==> config.mk <==
export PLATFORM = sky130hd
export DESIGN_NAME = macd_front
export DESIGN_NICKNAME = d
export VERILOG_FILES = /design/src/rtl/macd_pkg.sv /design/src/rtl/macd_front.sv
export SDC_FILE = /design/constraint.sdc
export NUM_CORES = 2
export LEC_CHECK = 0
export BUFFER_PORTS_ARGS = -buffer_cell sky130_fd_sc_hd__buf_2
export CAP_MARGIN = 20
export CORE_ASPECT_RATIO = 1.5
export CORE_UTILIZATION = 60
export CTS_BUF_LIST = sky130_fd_sc_hd__clkbuf_8
export DETAILED_ROUTE_END_ITERATION = 6
export HOLD_SLACK_MARGIN = 0.06
export PLACE_DENSITY = 0.87
export SYNTH_ARGS = -nofsm -noshare
export SYNTH_HDL_FRONTEND = slang
export SYNTH_SLANG_ARGS = --single-unit
==> constraint.sdc <==
create_clock -name clk -period 14.7 [get_ports clk]
set_input_delay 1.47 -clock clk [delete_from_list [all_inputs] [get_ports clk]]
set_output_delay 1.47 -clock clk [all_outputs]
set_load 0.02 [all_outputs]
==> src/rtl/macd_pkg.sv <==
package macd_pkg;

  localparam int unsigned WORD_W = 16;

  // Displacement tables, indexed by a copy nibble.
  localparam logic [2:0] STEP_X [16] = '{3'd0, 3'd1, 3'd2, 3'd4, 3'd0, 3'd1, 3'd0, 3'd1,
                                         3'd2, 3'd0, 3'd1, 3'd2, 3'd0, 3'd1, 3'd2, 3'd0};
  localparam logic [4:0] STEP_Y [16] = '{5'd0, 5'd0, 5'd0, 5'd0, 5'd1, 5'd1, 5'd2, 5'd2,
                                         5'd2, 5'd4, 5'd4, 5'd4, 5'd8, 5'd8, 5'd8, 5'd16};

  localparam logic [7:0] HI_MASK = 8'hf0;
  localparam logic [7:0] LO_MASK = 8'h0f;

  localparam logic CFG_CELLS = 1'b0;
  localparam logic CFG_ROWS  = 1'b1;

  typedef enum logic [1:0] {
    BK_IDLE,
    BK_WORD0,
    BK_WORD1
  } bk_state_t;

  // Classified cell passed from front to back.
  typedef struct packed {
    logic [3:0]  hi;
    logic [3:0]  lo;
    logic [15:0] lit0;
    logic [15:0] lit1;
    logic        clear;
    logic        last;
  } cell_t;

  // Result item.
  typedef struct packed {
    logic [15:0] word_high_nibble;
    logic [15:0] word_low_nibble;
    logic [1:0]  literals_used;
    logic        before_start;
    logic        end_of_image;
  } res_t;

endpackage

==> src/rtl/macd_front.sv <==
module macd_front #(
  parameter int unsigned MAX_CELLS_PER_ROW = 256
) (
  input  logic                 clk,
  input  logic                 rst_n,
  input  logic                 in_valid,
  output logic                 in_ready,
  input  logic                 start_image,
  input  logic                 flag_a_next,
  input  logic [7:0]           flag_b_byte,
  input  logic [15:0]          literal_first,
  input  logic [15:0]          literal_second,
  input  logic [$clog2(MAX_CELLS_PER_ROW+1)-1:0] cpr,
  input  logic [12:0]          rows,
  output logic                 q_valid,
  input  logic                 q_ready,
  output macd_pkg::cell_t      q_cell
);
  localparam int COL_W = (MAX_CELLS_PER_ROW > 1) ? $clog2(MAX_CELLS_PER_ROW) : 1;
  localparam int CPR_W = $clog2(MAX_CELLS_PER_ROW + 1);

  logic [7:0]       act_mem [MAX_CELLS_PER_ROW];
  logic [MAX_CELLS_PER_ROW-1:0] act_vld_r, act_vld_nxt;
  logic [CPR_W-1:0] col_r, col_nxt;
  logic [11:0]      row_r, row_nxt;
  logic [COL_W-1:0] idx, nidx;
  logic [7:0]       act_old, act, act_pf_r;
  logic             clr, last, row_end, acc;
  logic [12:0]      row_p1;
  logic [CPR_W:0]   col_p1;

  assign in_ready = q_ready;
  assign acc      = in_valid && q_ready;
  assign clr      = start_image;
  assign idx      = clr ? '0 : col_r[COL_W-1:0];
  assign nidx     = col_nxt[COL_W-1:0];
  assign act_old  = (act_vld_r[idx] && !clr) ? act_pf_r : 8'd0;
  assign act      = flag_a_next ? (act_old ^ flag_b_byte) : act_old;
  assign col_p1   = clr ? (CPR_W+1)'(1) : ({1'b0, col_r} + (CPR_W+1)'(1));
  assign row_p1   = clr ? 13'd1 : ({1'b0, row_r} + 13'd1);
  assign row_end  = col_p1 >= {1'b0, cpr};
  assign last     = row_end && (row_p1 >= rows);

  always_comb begin
    act_vld_nxt = clr ? '0 : act_vld_r;
    act_vld_nxt[idx] = 1'b1;
    col_nxt = clr ? '0 : col_r;
    row_nxt = clr ? '0 : row_r;
    if (last) begin
      act_vld_nxt = '0;
      col_nxt = '0;
      row_nxt = '0;
    end else if (row_end) begin
      col_nxt = '0;
      row_nxt = row_p1[11:0];
    end else begin
      col_nxt = col_p1[CPR_W-1:0];
    end
  end

  always_ff @(posedge clk) begin
    if (!rst_n) begin
      act_vld_r <= '0;
      col_r <= '0;
      row_r <= '0;
    end else if (acc) begin
      act_vld_r <= act_vld_nxt;
      col_r <= col_nxt;
      row_r <= row_nxt;
    end
  end

  // Keep the action byte of the next column ready; forward it when just written.
  always_ff @(posedge clk) begin
    if (acc) begin
      act_mem[idx] <= act;
      act_pf_r <= (nidx == idx) ? act : act_mem[nidx];
    end
  end

  assign q_valid = in_valid;
  always_comb begin
    q_cell.hi    = 4'((act & macd_pkg::HI_MASK) >> 4);
    q_cell.lo    = 4'(act & macd_pkg::LO_MASK);
    q_cell.lit0  = literal_first;
    q_cell.lit1  = literal_second;
    q_cell.clear = clr;
    q_cell.last  = last;
  end
endmodule

[Word-level counts from Yosys, hierarchy flattened]
Memories as Yosys holds them, arrays and structs flattened. A register that Yosys moved wholly into a read port is not among the register bits.
Index checks and enable logic that the tools add are counted.
Cells by class
  add/subtract/negate cells: 2
  $lt $le $gt $ge: 4
  multiplexer cells: 18
  bitwise logic cells: 2
  reduce and logical (&&, ||, !) cells: 7
Operators by type and width (count)
  $mux W256: 2
  $or A256 B256 Y256: 1
  $mux W12: 3
  $mux W8: 3
  $mux W9: 2
  $add A12 B1 Y13 const B: 1
  $ge A13 B13 Y1: 1
  $mux W13: 1
  $add A9 B1 Y10 const B: 1
  $ge A10 B9 Y1: 1
  $mux W10: 1
  $lt A8 B9 Y1 const B: 1
  $bmux W1 S8: 1
  $demux W1 S8: 1
  $ge A8 B1 Y1 const B: 1
  $xor A8 B8 Y8: 1
  $logic_and A1 B1 Y1: 4
  $mux W1: 4
  $reduce_bool A3 Y1: 1
  $reduce_and A2 Y1: 1
  $logic_not A1 Y1: 1
Storage, ports and cells
  bits in registers: 277
  bits in writable memories: 2048
  input bits: 68
  memories: 1
Memory list
  act_mem: words 256, width 8, read ports 1, clocked after Yosys merged registers in 1, wr ports 1, line macd_front.sv:22  | logic [7:0] act_mem [MAX_CELLS_PER_ROW];

[Logic depth before layout (Yosys ltp)]
  word-level depth: 7
  gate-level depth with buffers: 25
  mapped depth without buffers: 17

[Worst setup path before layout]
OpenSTA, ideal clock, no wires.
  kind: input to register
  start point: in start_image
  end point: mem act_mem[0][0] (data pin)
  arrival: 10377 ps
  data required time: 13113 ps
  slack: 2736 ps
  cell stages on the path: 11
  cell sequence: buf_6 or3b_1 buf_2 o221ai_1 a21oi_1 or4_1 o311a_1 o31ai_2 o32ai_4 nand2_1 xor2_1
RTL lines
  start: declaration: line macd_front.sv:8  | input logic start_image,
  end: declaration: line macd_front.sv:22

==> impl_metrics.ini <==
[worst_setup_path]
timing.critical_path.to_type = output port
reg2reg_slack_ps = 6340
timing.critical_path.required_ps = 13230
timing.critical_path.cells = buf_2 > buf_4 > nand2b_4 > buf_4 > o2111ai_1 > a32oi_1 > nor4_1 > nor3_1 > and3b_1 > o32ai_4 > buf_4 > nand2_2 > xor2_4 > buf_4 > buf_2
critPathMaxFanout = 66
r2r_cells = 20
critical_path_cell_count = 15
timing.setup.critical_path_class = in -> out
critical_path.startpoint = start_image
cp.buffers_inverters = 6
cpPeakStageDelay_ps = 890
timing.critical_path.max_delay_family = buffers and inverters
critPathSlowestCell = xor2_4
timing.critical_path.arrival_ps = 7290
crit_end = q_cell[39]
critical_path.reg2reg.endpoint = act_pf_r[0]
worst_path_most_repeated_cell = buf_4
startpoint_type = input port
worstReg2RegStart = col_r[0]

[sta]
slew_headroom_pct = 10.4
timing_max_transition_violations_final = 0
fin_tns_setup_ps = 0
fin_crit_ps = 8760
grt_setup_unrepaired = false
max_freq_mhz = 114
timing_hold_violations_final = 0
final.period_utilization_pct = 59.6
worst-slew-pin-transition_ps = 1340
setup_viol_count_final = 0
timing.clock.skew_ps = 101

[synthesis]
netlist_top_cells_area = edfxtp_1, dfxtp_1, nand2_1
syn_avg_cell_area_sq_um = 13.3
netlist_area_sq_um = 94000
synth_cell_types = 103
synth-seq-area-share_pct = 71.6
yosysTopAreaCellShare_pct = 65.7
yosys_warnings = 0
synth-main-ff-cell = edfxtp_1
ys_async_sr_fraction_pct = 0
synth.ff_latch_count = 2333
synth_cells = 7076
synth-edff-count = 2056
syn_nets = 7168
synthDominantAreaCellType = edfxtp_1

[place]
portBuffers = 47
gpl.final_weighted_congestion = 1.01
placedCellCount = 8794
place.detailed.hpwl_mm = 179

[clock_tree]
cts_resized = 0
cts.reportedPaths.clkPinSlew_ps = 60
tritoncts = done
cts-buffers-inserted = 327
cts_hold_repair.buffers = 0
clk_path_buf_depth = 4
clk_latency_ps = 1120
h-tree-depth = 5
ctsRootBufferMaster = clkbuf_8
cts.sink_count = 2333
post-cts-setup-buffer-count = 0

[die]
rows = 177
effective_utilization_at_floorplan_pct = 60.5
fp.dieArea_sq_um = 158000
core_area_sq_um = 155000
die_y_um = 487
ioPinCount = 112
die_w_um = 325

[run]
maxCapViolations = 0

[pwr]
power.leakage_nw = 33.7
net_switching_fraction_of_the_power_pct = 23.0
max-vdd-ir-drop_uv = 103
combinationalPowerShare_pct = 4.6
cell_pwr_density_nw_per_um2 = 124
switching_component_of_the_power_mw = 2.91
cellInternalPower_mw = 9.74
p_seq_share_pct = 57.5
power_mw = 12.7
power.clock.fraction_pct = 37.9

[detailed_routing]
post_drt_wl_per_cell_um = 31.7
detail_route.vias_per_cell = 7.09
route.antenna.remaining_nets = 0
route.detailed.drc = 310
number_of_violations_reported_at_the_end_of_detailed_routing_iteration_0 = 11509
first_pass_iters = 7
vias = 66584
routed_wl_mm = 298

[global_routing]
grt.overflow.total = 0
vias_in_the_first_global_route = 64719
grtUsageTotal_pct = 37.3
top_usage_layer_grt = met2
grt_max_degree = 179
grt_pass1_wl_mm = 428
groute.layer.met2.usage_pct = 56.8
gr-usage-met3_pct = 12.4
grt_util_met1_pct = 41.4
initial_antenna_violation_count = 12

[outcome]
status = finished with violations
violated_checks = design-rule violations

[cells_and_area]
most-common-layout-cells = edfxtp_1, nand2_1, nor2_1
area.growth.synth_to_final_pct = 8.65
layout-drive-gt1-share_pct = 11.0
fillCellCount = 10065
layout_commonest_cell = edfxtp_1
final_cell_count_no_fill = 9392
design.final.nets = 7171

[min_path]
min_delay_worst_type = reg -> reg
-- power groups by stage --
stage                     combinational (mW)  clock, mW  sequential [mW]
after CTS                              0.548       4.74             7.28
after global placement                 0.527          0             7.43
after floorplan                        0.315          0             7.47
after detailed placement               0.546          0             7.43
after global routing                   0.593       5.01             7.28
final                                  0.584       4.79             7.28
-- synth_stat cells, types with 12 or more instances --
| master | n |
|---|---|
| edfxtp_1 | 2056 |
| nand2_1 | 1132 |
| nor2_1 | 638 |
| a21oi_1 | 285 |
| dfxtp_1 | 277 |
| a22o_1 | 258 |
| buf_2 | 242 |
| a31oi_1 | 240 |
| o21ai_0 | 214 |
| nand3_1 | 213 |
| o22ai_1 | 184 |
| clkbuf_1 | 174 |
| o221ai_1 | 153 |
| mux2i_1 | 127 |
| nor3_1 | 70 |
| o211ai_1 | 64 |
| buf_1 | 62 |
| buf_4 | 61 |
| and3_1 | 43 |
| inv_1 | 33 |
| a211oi_1 | 31 |
| mux4_2 | 31 |
| nor4_1 | 28 |
| a221oi_1 | 26 |
| o2111ai_1 | 26 |
| ha_1 | 24 |
| nand4_1 | 23 |
| mux2_2 | 22 |
| o31ai_1 | 17 |
| a22oi_1 | 16 |
| a311oi_1 | 16 |
| nand2b_1 | 16 |
| or3_1 | 15 |
| xor2_1 | 12 |
-- cells by family after synthesis --
| logic type | Yosys count | share of synthesized area, % |
|---|---|---|
| adders and majority gates | 24 | 0.320 |
| muxes | 180 | 2.36 |
| buffers and inverters | 588 | 3.01 |
| DFF | 2333 | 71.6 |
| xor gates and xnor gates | 22 | 0.245 |
| AOI/OAI and AO/OA | 1679 | 12.5 |
| and+or+nand+nor | 2250 | 10.0 |
-- sequential cells by signal, indices dropped and copies added, names as in the netlist --
register / flops
act_pf_r: 8
act_mem: 2048
act_vld_r: 256
col_r: 9
row_r: 12
-- layout make-up --
type                            instances  area, sq um  area share (%)
Antenna cell                           15         37.5          0.0368
Sequential cell                      2333        67300            65.9
Timing Repair Buffer                  224         1850            1.81
Inverter                               38          168           0.164
Clock buffer                          346         4760            4.66
Clock inverter                        223         1210            1.18
Multi-Input combinational cell       4155        24200            23.7
Tap cell                             2058         2570            2.52
-- how the worst min path moves through the flow --
stage                   startpoint              to  depth (start not counted)
floorplan           act_vld_r[174]  act_vld_r[174]                          1
global placement     act_vld_r[62]   act_vld_r[62]                          1
detailed placement  act_vld_r[174]  act_vld_r[174]                          1
CTS                  act_vld_r[38]   act_vld_r[38]                          1
global route        act_vld_r[168]  act_vld_r[168]                          1
finish              act_vld_r[158]  act_vld_r[158]                          1
-- per-stage QoR --
stage / setup WS, ps / util (%) / instance area, sq um / hold slack [ps]
6_report: 5940 / 65.8 / 102000 / 476
5_1_grt: 5850 / 65.7 / 102000 / 488
4_1_cts: 6220 / 65.6 / 102000 / 478
3_5_place_dp: 5560 / 61.7 / 95800 / 457
3_3_place_gp: 5190 / 61.7 / 95700 / 452
2_1_floorplan: 2740 / - / 94000 / 440
-- worst reg2reg max path, cell delays in order (launching register included) --
cell	delay, ps
dfxtp_2	320
buf_4	580
ha_1	410
nand3_1	160
a21oi_2	660
inv_2	430
ha_1	450
nand2_1	70
o21a_1	200
o21a_1	330
o211ai_4	270
buf_4	540
buf_4	630
nand2_2	560
buf_4	490
o211ai_1	340
nand4_1	230
a31o_2	310
a31oi_1	690
o2bb2ai_1	280
o31ai_1	130
-- layer usage --
| metal | vias up | part of all wire (%) |
|---|---|---|
| met5 | - | 0.045 |
| met4 | 6 | 11 |
| met2 | 6238 | 45 |
| met3 | 1788 | 14 |
| li1 | 26969 | - |
| met1 | 31583 | 29 |
Note: power is estimated with default switching activity, not from simulation.
