**config.mk**
```make
export PLATFORM = sky130hd
export DESIGN_NAME = macd_queue
export DESIGN_NICKNAME = d
export VERILOG_FILES = /design/src/rtl/macd_pkg.sv /design/src/rtl/macd_queue.sv
export SDC_FILE = /design/constraint.sdc
export NUM_CORES = 1
export LEC_CHECK = 0
export ABC_CLOCK_PERIOD_IN_PS = 4850
export BUFFER_PORTS_ARGS = -buffer_cell sky130_fd_sc_hd__buf_2
export CORE_ASPECT_RATIO = 0.9
export CORE_MARGIN = 5
export CORE_UTILIZATION = 50
export DETAILED_ROUTE_END_ITERATION = 7
export GPL_TIMING_DRIVEN = 0
export PLACE_DENSITY = 0.74
export SLEW_MARGIN = 5
export SYNTH_ARGS = -nofsm -noshare
export SYNTH_HDL_FRONTEND = slang
export SYNTH_SLANG_ARGS = --single-unit
```
**constraint.sdc**
```tcl
create_clock -name clk -period 4.85 [get_ports clk]
set_input_delay 0.2425 -clock clk [delete_from_list [all_inputs] [get_ports clk]]
set_output_delay 0.2425 -clock clk [all_outputs]
set_load 0.01 [all_outputs]
```
**src/rtl/macd_pkg.sv**
```systemverilog
package macd_pkg;

  localparam int unsigned WORD_W = 16;

  // Displacement tables, indexed by a copy nibble.
  localparam logic [2:0] STEP_X [16] = '{3'd0, 3'd1, 3'd2, 3'd4, 3'd0, 3'd1, 3'd0, 3'd1,
                                         3'd2, 3'd0, 3'd1, 3'd2, 3'd0, 3'd1, 3'd2, 3'd0};
  localparam logic [4:0] STEP_Y [16] = '{5'd0, 5'd0, 5'd0, 5'd0, 5'd1, 5'd1, 5'd2, 5'd2,
                                         5'd2, 5'd4, 5'd4, 5'd4, 5'd8, 5'd8, 5'd8, 5'd16};

  localparam logic [7:0] HI_MASK = 8'hf0;
  localparam logic [7:0] LO_MASK = 8'h0f;

  localparam logic CFG_CELLS = 1'b0;
  localparam logic CFG_ROWS  = 1'b1;

  typedef enum logic [1:0] {
    BK_IDLE,
    BK_WORD0,
    BK_WORD1
  } bk_state_t;

  // Classified cell passed from front to back.
  typedef struct packed {
    logic [3:0]  hi;
    logic [3:0]  lo;
    logic [15:0] lit0;
    logic [15:0] lit1;
    logic        clear;
    logic        last;
  } cell_t;

  // Result item.
  typedef struct packed {
    logic [15:0] word_high_nibble;
    logic [15:0] word_low_nibble;
    logic [1:0]  literals_used;
    logic        before_start;
    logic        end_of_image;
  } res_t;

endpackage

```
**src/rtl/macd_queue.sv**
```systemverilog
module macd_queue (
  input  logic            clk,
  input  logic            rst_n,
  input  logic            wr_valid,
  output logic            wr_ready,
  input  macd_pkg::cell_t wr_data,
  output logic            rd_valid,
  input  logic            rd_ready,
  output macd_pkg::cell_t rd_data
);
  macd_pkg::cell_t mem_r [2];
  logic [1:0] wp_r, rp_r;
  logic       wr_en, rd_en;

  assign wr_ready = (wp_r - rp_r) != 2'd2;
  assign rd_valid = wp_r != rp_r;
  assign wr_en    = wr_valid && wr_ready;
  assign rd_en    = rd_valid && rd_ready;
  assign rd_data  = mem_r[rp_r[0]];

  always_ff @(posedge clk) begin
    if (!rst_n) begin
      wp_r <= '0;
      rp_r <= '0;
    end else begin
      if (wr_en) wp_r <= wp_r + 2'd1;
      if (rd_en) rp_r <= rp_r + 2'd1;
    end
  end

  always_ff @(posedge clk) begin
    if (wr_en) mem_r[wp_r[0]] <= wr_data;
  end
endmodule

```
[Word-level counts from Yosys, hierarchy flattened]
Memory sizes are Yosys's and may differ from the RTL's. A register that Yosys moved wholly into a read port is not among the register bits.
Cells that the tools add are included.
Operators by class
  add/subtract/negate cells: 3
  multipliers: 0
  divide/modulo/power cells: 0
  order comparisons: 0
  eq/ne operators: 2
  shift operators: 0
  mux-type cells: 4
  bitwise gates (word level): 0
  reduce and logical (&&, ||, !) cells: 2
Operator list (number)
  2-bit by 1-bit adder with 2-bit output, second input constant: 2
  1-bit 2-to-1 mux: 4
  1-bit logical AND: 2
  2-bit != test: 1
  2-bit != test, second input constant: 1
  2-bit subtractor: 1
Storage, ports and cells
  register bits after elaboration: 4
  bits in latches: 0
  RAM bits: 84
  memory bits (read-only): 0
  bits of input ports: 46
  output and inout port bits: 44
  memories kept: 1
Memory list
  mem_r: words 2, width 42, read ports 1, clocked after memory_dff 1, write ports 1, line macd_queue.sv:11  | macd_pkg::cell_t mem_r [2];

[Logic depth before layout (Yosys ltp)]
Gate-level depths: netlist of run 1.
  depth after elaboration: 5
  mapped depth: 4
  gate-level depth less buffers: 3

[Worst setup path after synthesis of run 1]
No wires, ideal clock.
  path kind: reg-to-reg
  from: reg rp_r[1]
  to: mem mem_r[1][0] (netlist name) (enable)
  setup time: 0.455 ns
  arrival: 2.662 ns
  data required time: 4.395 ns
  path slack: 1.732 ns
  cell stages (with the launch flop): 3
  cell sequence: dfxtp_1 xor2_2 a21oi_1
Between the ends
  word-level cells in the longest chain between the ends: 5
Ends and longest elaborated chain
  from (decl): line macd_queue.sv:12  | logic [1:0] wp_r, rp_r;
  from (signal assigned): line macd_queue.sv:27  | if (rd_en) rp_r <= rp_r + 2'd1;
  2-bit subtractor: line macd_queue.sv:15  | assign wr_ready = (wp_r - rp_r) != 2'd2;
  2-bit != test: line macd_queue.sv:15
  1-bit logical AND: line macd_queue.sv:17  | assign wr_en = wr_valid && wr_ready;
  1-bit 2-to-1 mux: line macd_queue.sv:32  | if (wr_en) mem_r[wp_r[0]] <= wr_data;
  1-bit 2-to-1 mux (implied by the code): line macd_queue.sv:32
  to (decl): line macd_queue.sv:11
Every way passes these cells.

==> results of run 1 <==
metrics by stage:
stage	hold WS (ns)	worst slack [ns]	std cells	instance area, µm²	util (%)
2_1_floorplan	0.341	1.73	163	3290	-
6_report	0.0896	2.87	360	4080	62.9
3_3_place_gp	0.431	0.587	342	3850	59.3
5_1_grt	0.0576	2.68	360	4080	62.9
4_1_cts	0.0717	2.79	360	4080	62.9
3_5_place_dp	0.434	2.95	344	3910	60.3
cells by family after synthesis:
| family | after synthesis | synth area share, % |
|---|---|---|
| DFF | 89 | 79.8 |
| xor gates and xnor gates | 3 | 1.03 |
| muxes | 44 | 15.0 |
| and+or+nand+nor | 12 | 1.67 |
| AOI/OAI and AO/OA | 8 | 1.56 |
| buffers and inverters | 7 | 0.989 |
critical path: stages (launching register included):
cell	delay (ns)
dfxtp_1	0.31
clkbuf_1	0.26
buf_2	0.33
mux2_2	0.37
buf_2	0.14
state kept, by name, summed over array words and instances, names as in the netlist, named ones only:
signal and flops:
wp_r 2, mem_r 84, rp_r 2
metal layers:
| layer | share of wire, % | vias to the layer above | global-route usage, % |
|---|---|---|---|
| li1 | - | 837 | - |
| met1 | 40 | 859 | 16.6 |
| met2 | 52 | 55 | 24.9 |
| met3 | 6.2 | 7 | 3.80 |
| met4 | 1.3 | 0 | 6.98 |
| met5 | 0 | - | 0 |
cell type report:
class	count	area, µm²	share of cell area [%]
flip-flops and latches	89	2620	64.4
multi-input cells	67	646	15.8
clock inverters	7	45.0	1.11
inverters	1	3.75	0.0921
clock buffers	9	124	3.04
repair buffers	91	493	12.1
plain buffers	6	28.8	0.706
well taps	90	113	2.76
cell usage in the layout (no fill, tap or decap):
master,netlist,layout
a21boi_0,2,2
a21oi_4,0,1
a311oi_1,1,1
a31oi_1,2,2
and3b_2,0,1
buf_12,0,1
buf_16,0,1
buf_2,4,93
clkbuf_1,1,1
clkbuf_2,1,1
clkbuf_8,0,9
clkinv_1,0,1
clkinv_2,0,2
clkinvlp_4,0,3
dfxtp_1,5,5
edfxtp_1,84,84
inv_1,1,1
inv_6,0,1
mux2_2,42,42
mux2i_1,2,2
nand2_1,6,6
nand4_1,1,1
nor2_1,3,3
o21ai_0,2,2
or3_1,1,1
xnor2_1,2,2
xor2_2,1,1
report_power, final:
part	internal (mW)	switching [mW]
combinational	0.100	0.116
clock	0.184	0.248
sequential	0.904	0.0140
worst min path at each step:
stage                startpoint  slack (ns)                     end  depth (start not counted)
floorplan            wr_data[0]        0.34   mem_r[0][0]$_DFFE_PP_                          0
global placement    wr_data[40]        0.43  mem_r[0][40]$_DFFE_PP_                          1
detailed placement  wr_data[32]        0.43  mem_r[1][32]$_DFFE_PP_                          1
CTS                 wr_data[32]        0.07  mem_r[0][32]$_DFFE_PP_                          1
global route        wr_data[32]        0.06  mem_r[0][32]$_DFFE_PP_                          1
finish              wr_data[41]        0.09  mem_r[0][41]$_DFFE_PP_                          1
==> results.json, run 1 <==
{
  "grt_max_degree": 26,
  "ys.flop_type": "edfxtp_1",
  "cts_tree": "yes",
  "worstReg2RegStart": "wp_r[1]$_SDFFE_PN0N_",
  "yosysUniqueCellTypes": 20,
  "power_leakage_nw": 1.52,
  "dieArea_um2": 8300,
  "critPathKind": "flip-flop to primary output",
  "nNetsFinal": 311,
  "drv_cap": 0,
  "drt_iter0_drc": 90,
  "finalMaxSlewViolations": 0,
  "peakVddDrop_uv": 180,
  "ctsHoldBuffers": 0,
  "synth_most_common_cell": "edfxtp_1",
  "wl_per_cell_um": 15.9,
  "ys_ff_latch": 89,
  "cp-start-kind": "flip-flop",
  "cp-end-kind": "primary output",
  "r2r_cells": 4,
  "fin_crit_ns": 1.98,
  "cp_max_fo": 10,
  "clockRootBuffer": "clkbuf_8",
  "synth_warnings": 0,
  "fillers": 500,
  "netlist_top_cells_area": "edfxtp_1 77%, mux2_2 14%, dfxtp_1 3.0%",
  "relSlewSlack_pct": 46.7,
  "drtAntennaViolNets": 0,
  "setup_viol": 0,
  "fin_skew_ns": 0.00859,
  "antenna_found_initial": 0,
  "cts_resized": 0,
  "synthCells": 163,
  "p_total_mw": 1.57,
  "syn_nets": 209,
  "tightest_slew_ns": 0.798,
  "grt_usage_pct": 14.4,
  "post-route-period-util_pct": 40.8,
  "yosys.area.top_type_share_pct": 76.7,
  "die_y_um": 86.9,
  "overflow": 0,
  "initial_utilization_pct": 50.7,
  "fp.dieW_um": 95.5,
  "ys_seq_area_share_pct": 79.8,
  "synth-async-reset-ratio_pct": 0,
  "power_density_nw_per_um2": 384,
  "grt_setup_unrepaired": "false",
  "cp.arrival_ns": 1.74,
  "synthToLayoutAreaGrowth_pct": 23.9,
  "clk_path_buf_depth": 2,
  "hold_viol": 0,
  "place.port_buffers": 89,
  "gp_congestion": 0.839,
  "core_area_um2": 6480,
  "syn_area_um2": 3290,
  "num_vias": 1758,
  "status": "complete, no violations",
  "crit_required_ns": 4.61,
  "drive_gt1_share_pct": 57.8,
  "fmax_ghz": 0.505,
  "grt_pass1_vias": 1872,
  "cts_buffers": 9,
  "post_cts_buffers": 0,
  "crit_end": "rd_data[22]",
  "synth_enable_flop_cells": 84,
  "htreeDepth": 3,
  "syn_avg_cell_area_um2": 20.2,
  "setup_tns_ns": 0,
  "drt_wl_total_mm": 5.74,
  "insertion_delay_ns": 0.33,
  "r2r_end": "mem_r[0][35]$_DFFE_PP_",
  "hpwl_mm": 3.96,
  "first_pass_iters": 5,
  "grt_pass1_wl_mm": 8.80,
  "drc": 0,
  "hold_path.class": "input pin to flip-flop",
  "synth_top_area_cell": "edfxtp_1",
  "fp-row-count": 28,
  "cts.sinks": 89,
  "vias_per_cell": 4.88,
  "ios": 90,
  "synth_commonest_cells": "84 x edfxtp_1, 42 x mux2_2, 6 x nand2_1",
  "clk_pin_slew_ns": 0.09,
  "diodes": 0,
  "reg2reg_setup_slack_ns": 2.98
}
No activity file was read; power rests on OpenSTA's default activity.
==> run 2: changes to the inputs <==
ABC_CLOCK_PERIOD_IN_PS = 1850   (was 4850)
clock period = 1.85 ns   (was 4.85 ns; I/O delays follow)
==> run 2 against run 1 <==
Effect of this change:
- routed wire length is 9.7% higher
- count of clock-buffer cells in the layout stayed put
- hold slack worse by 0.071 ns
- total power grew to 2.9 times the previous value
- critical endpoint is now mem_r[1][9]$_DFFE_PP_
- largest power group unchanged
==> results.json, run 2 (same netlist as run 1, synthesis figures left out) <==
{
  "drive_gt1_share_pct": 50.8,
  "peakVddDrop_uv": 678,
  "cts_buffers": 9,
  "fp.dieW_um": 95.5,
  "grt_max_degree": 43,
  "swShare_pct": 22.7,
  "wl_per_cell_um": 15.6,
  "multi_input_area_um2": 667,
  "cts.sinks": 89,
  "cts_tree": "yes",
  "critPathKind": "flip-flop to flip-flop",
  "core_area_um2": 6480,
  "vias_per_cell": 4.87,
  "finalMaxSlewViolations": 0,
  "clk_pin_slew_ns": 0.08,
  "dpl.cell_count": 343,
  "power.share.clock_pct": 31.7,
  "dieArea_um2": 8300,
  "initial_utilization_pct": 50.7,
  "grt_setup_unrepaired": "true",
  "gp_congestion": 0.700,
  "stdcell_area_um2": 4580,
  "cp-end-kind": "flip-flop",
  "relSlewSlack_pct": 55.4,
  "setup_tns_ns": 0,
  "drv_cap": 0,
  "tightest_slew_ns": 0.669,
  "drtAntennaViolNets": 0,
  "final_common_cell": "buf_2",
  "drt_iter0_drc": 46,
  "crit_required_ns": 1.91,
  "place.port_buffers": 89,
  "power_leakage_nw": 1.73,
  "insertion_delay_ns": 0.35,
  "nNetsFinal": 354,
  "num_vias": 1963,
  "fin_skew_ns": 0.0112,
  "fin_crit_ns": 1.76,
  "fmax_ghz": 0.569,
  "drc": 0,
  "htreeDepth": 3,
  "antenna_found_initial": 0,
  "fin_cells": 403,
  "drt_wl_total_mm": 6.29,
  "pwr-share-seq_pct": 54.0,
  "post-route-period-util_pct": 95.0,
  "synthToLayoutAreaGrowth_pct": 39.2,
  "largest_reg_flops": 84,
  "hold_viol": 0,
  "die_y_um": 86.9,
  "cp_max_fo": 19,
  "grt_pass1_wl_mm": 9.78,
  "fin_util_pct": 70.6,
  "ios": 90,
  "clockRootBuffer": "clkbuf_8",
  "grt_pass1_vias": 2091,
  "hold_path.class": "input pin to flip-flop",
  "clk_path_buf_depth": 2,
  "fillers": 425,
  "overflow": 0,
  "p_sw_mw": 1.02,
  "placed_cell_area_um2": 3890,
  "power.internal_mw": 3.45,
  "diodes": 0,
  "fp-row-count": 28,
  "grt_usage_pct": 16.4,
  "first_pass_iters": 4,
  "power_density_nw_per_um2": 976,
  "p_comb_share_pct": 14.3,
  "cp.arrival_ns": 1.82,
  "layout_common_cells": "89 x buf_2, 84 x edfxtp_1, 44 x dlygate4sd3_1",
  "setup_viol": 0,
  "hpwl_mm": 3.82,
  "seqCellArea_um2": 2630,
  "cp-start-kind": "flip-flop",
  "status": "complete, no violations"
}
[run 2: cell count changes in the layout (fill, tap and decap cells not counted), sizes merged]
cell | previous run | this run
clkinvlp | 3 | 1
bufinv | 0 | 2
dlygate4sd3 | 0 | 44
a21oi | 1 | 2
clkbuf | 11 | 14
buf | 95 | 90
[run 2: area by class of cell]
class	count	area share, %
plain buffers	5	0.820
multi-input cells	68	14.6
inverters	1	0.0820
flip-flops and latches	89	57.4
repair buffers	134	20.0
clock buffers	9	2.71
well taps	90	2.46
clock inverters	7	2.05
[run 2: power by group through the flow]
| stage | Clock (mW) | Combinational [mW] | Sequential, mW |
|---|---|---|---|
| floorplan | 0 | 0.323 | 2.44 |
| global placement | 0 | 0.544 | 2.45 |
| detailed placement | 0 | 0.560 | 2.46 |
| CTS | 1.44 | 0.646 | 2.41 |
| global route | 1.54 | 0.700 | 2.42 |
| finish | 1.42 | 0.639 | 2.41 |
[run 2: timing repair]
item                                    in CTS  in global routing
endpoints found under the setup margin     101                 94
buffers inserted                             0                  0
endpoints found under the hold margin       87                  0
cloned                                       1                  0
gates resized for setup                      3                  8
pin swaps                                    1                  0
hold buffers                                44                  0
[run 2: worst paths after layout]
path,start,end,slack [ns],cells after the start
min reg2reg,wp_r[1]$_SDFFE_PN0N_,rp_r[1]$_SDFFE_PN0P_,0.53,2
min,rst_n,rp_r[1]$_SDFFE_PN0P_,0.02,2
max,wp_r[0]$_SDFFE_PN0N_,mem_r[1][9]$_DFFE_PP_,0.09,3
max reg2reg,wp_r[0]$_SDFFE_PN0N_,mem_r[1][9]$_DFFE_PP_,0.09,3
[run 2: per-layer routing]
metal | GRT usage, % | share of wire (%)
met2 | 28.9 | 52
met3 | 4.75 | 6.6
met1 | 18.2 | 40
met4 | 7.75 | 1.6
met5 | 0 | 0
[run 2: through the flow]
step / setup WS, ns / hold WS (ns) / total power, mW
finish: 0.0917 / 0.0185 / 4.47
CTS: -0.0520 / 0.00607 / 4.50
floorplan: 0.107 / 0.191 / 2.77
detailed placement: -0.212 / 0.284 / 3.02
global route: -0.0229 / 0.0000579 / 4.66
global placement: -0.288 / 0.280 / 2.99
[run 2: critical path: stages (launching register included)]
cell and delay, ns:
dfxtp_1 0.46, nand2_1 0.26, a21oi_4 0.51, buf_16 0.23
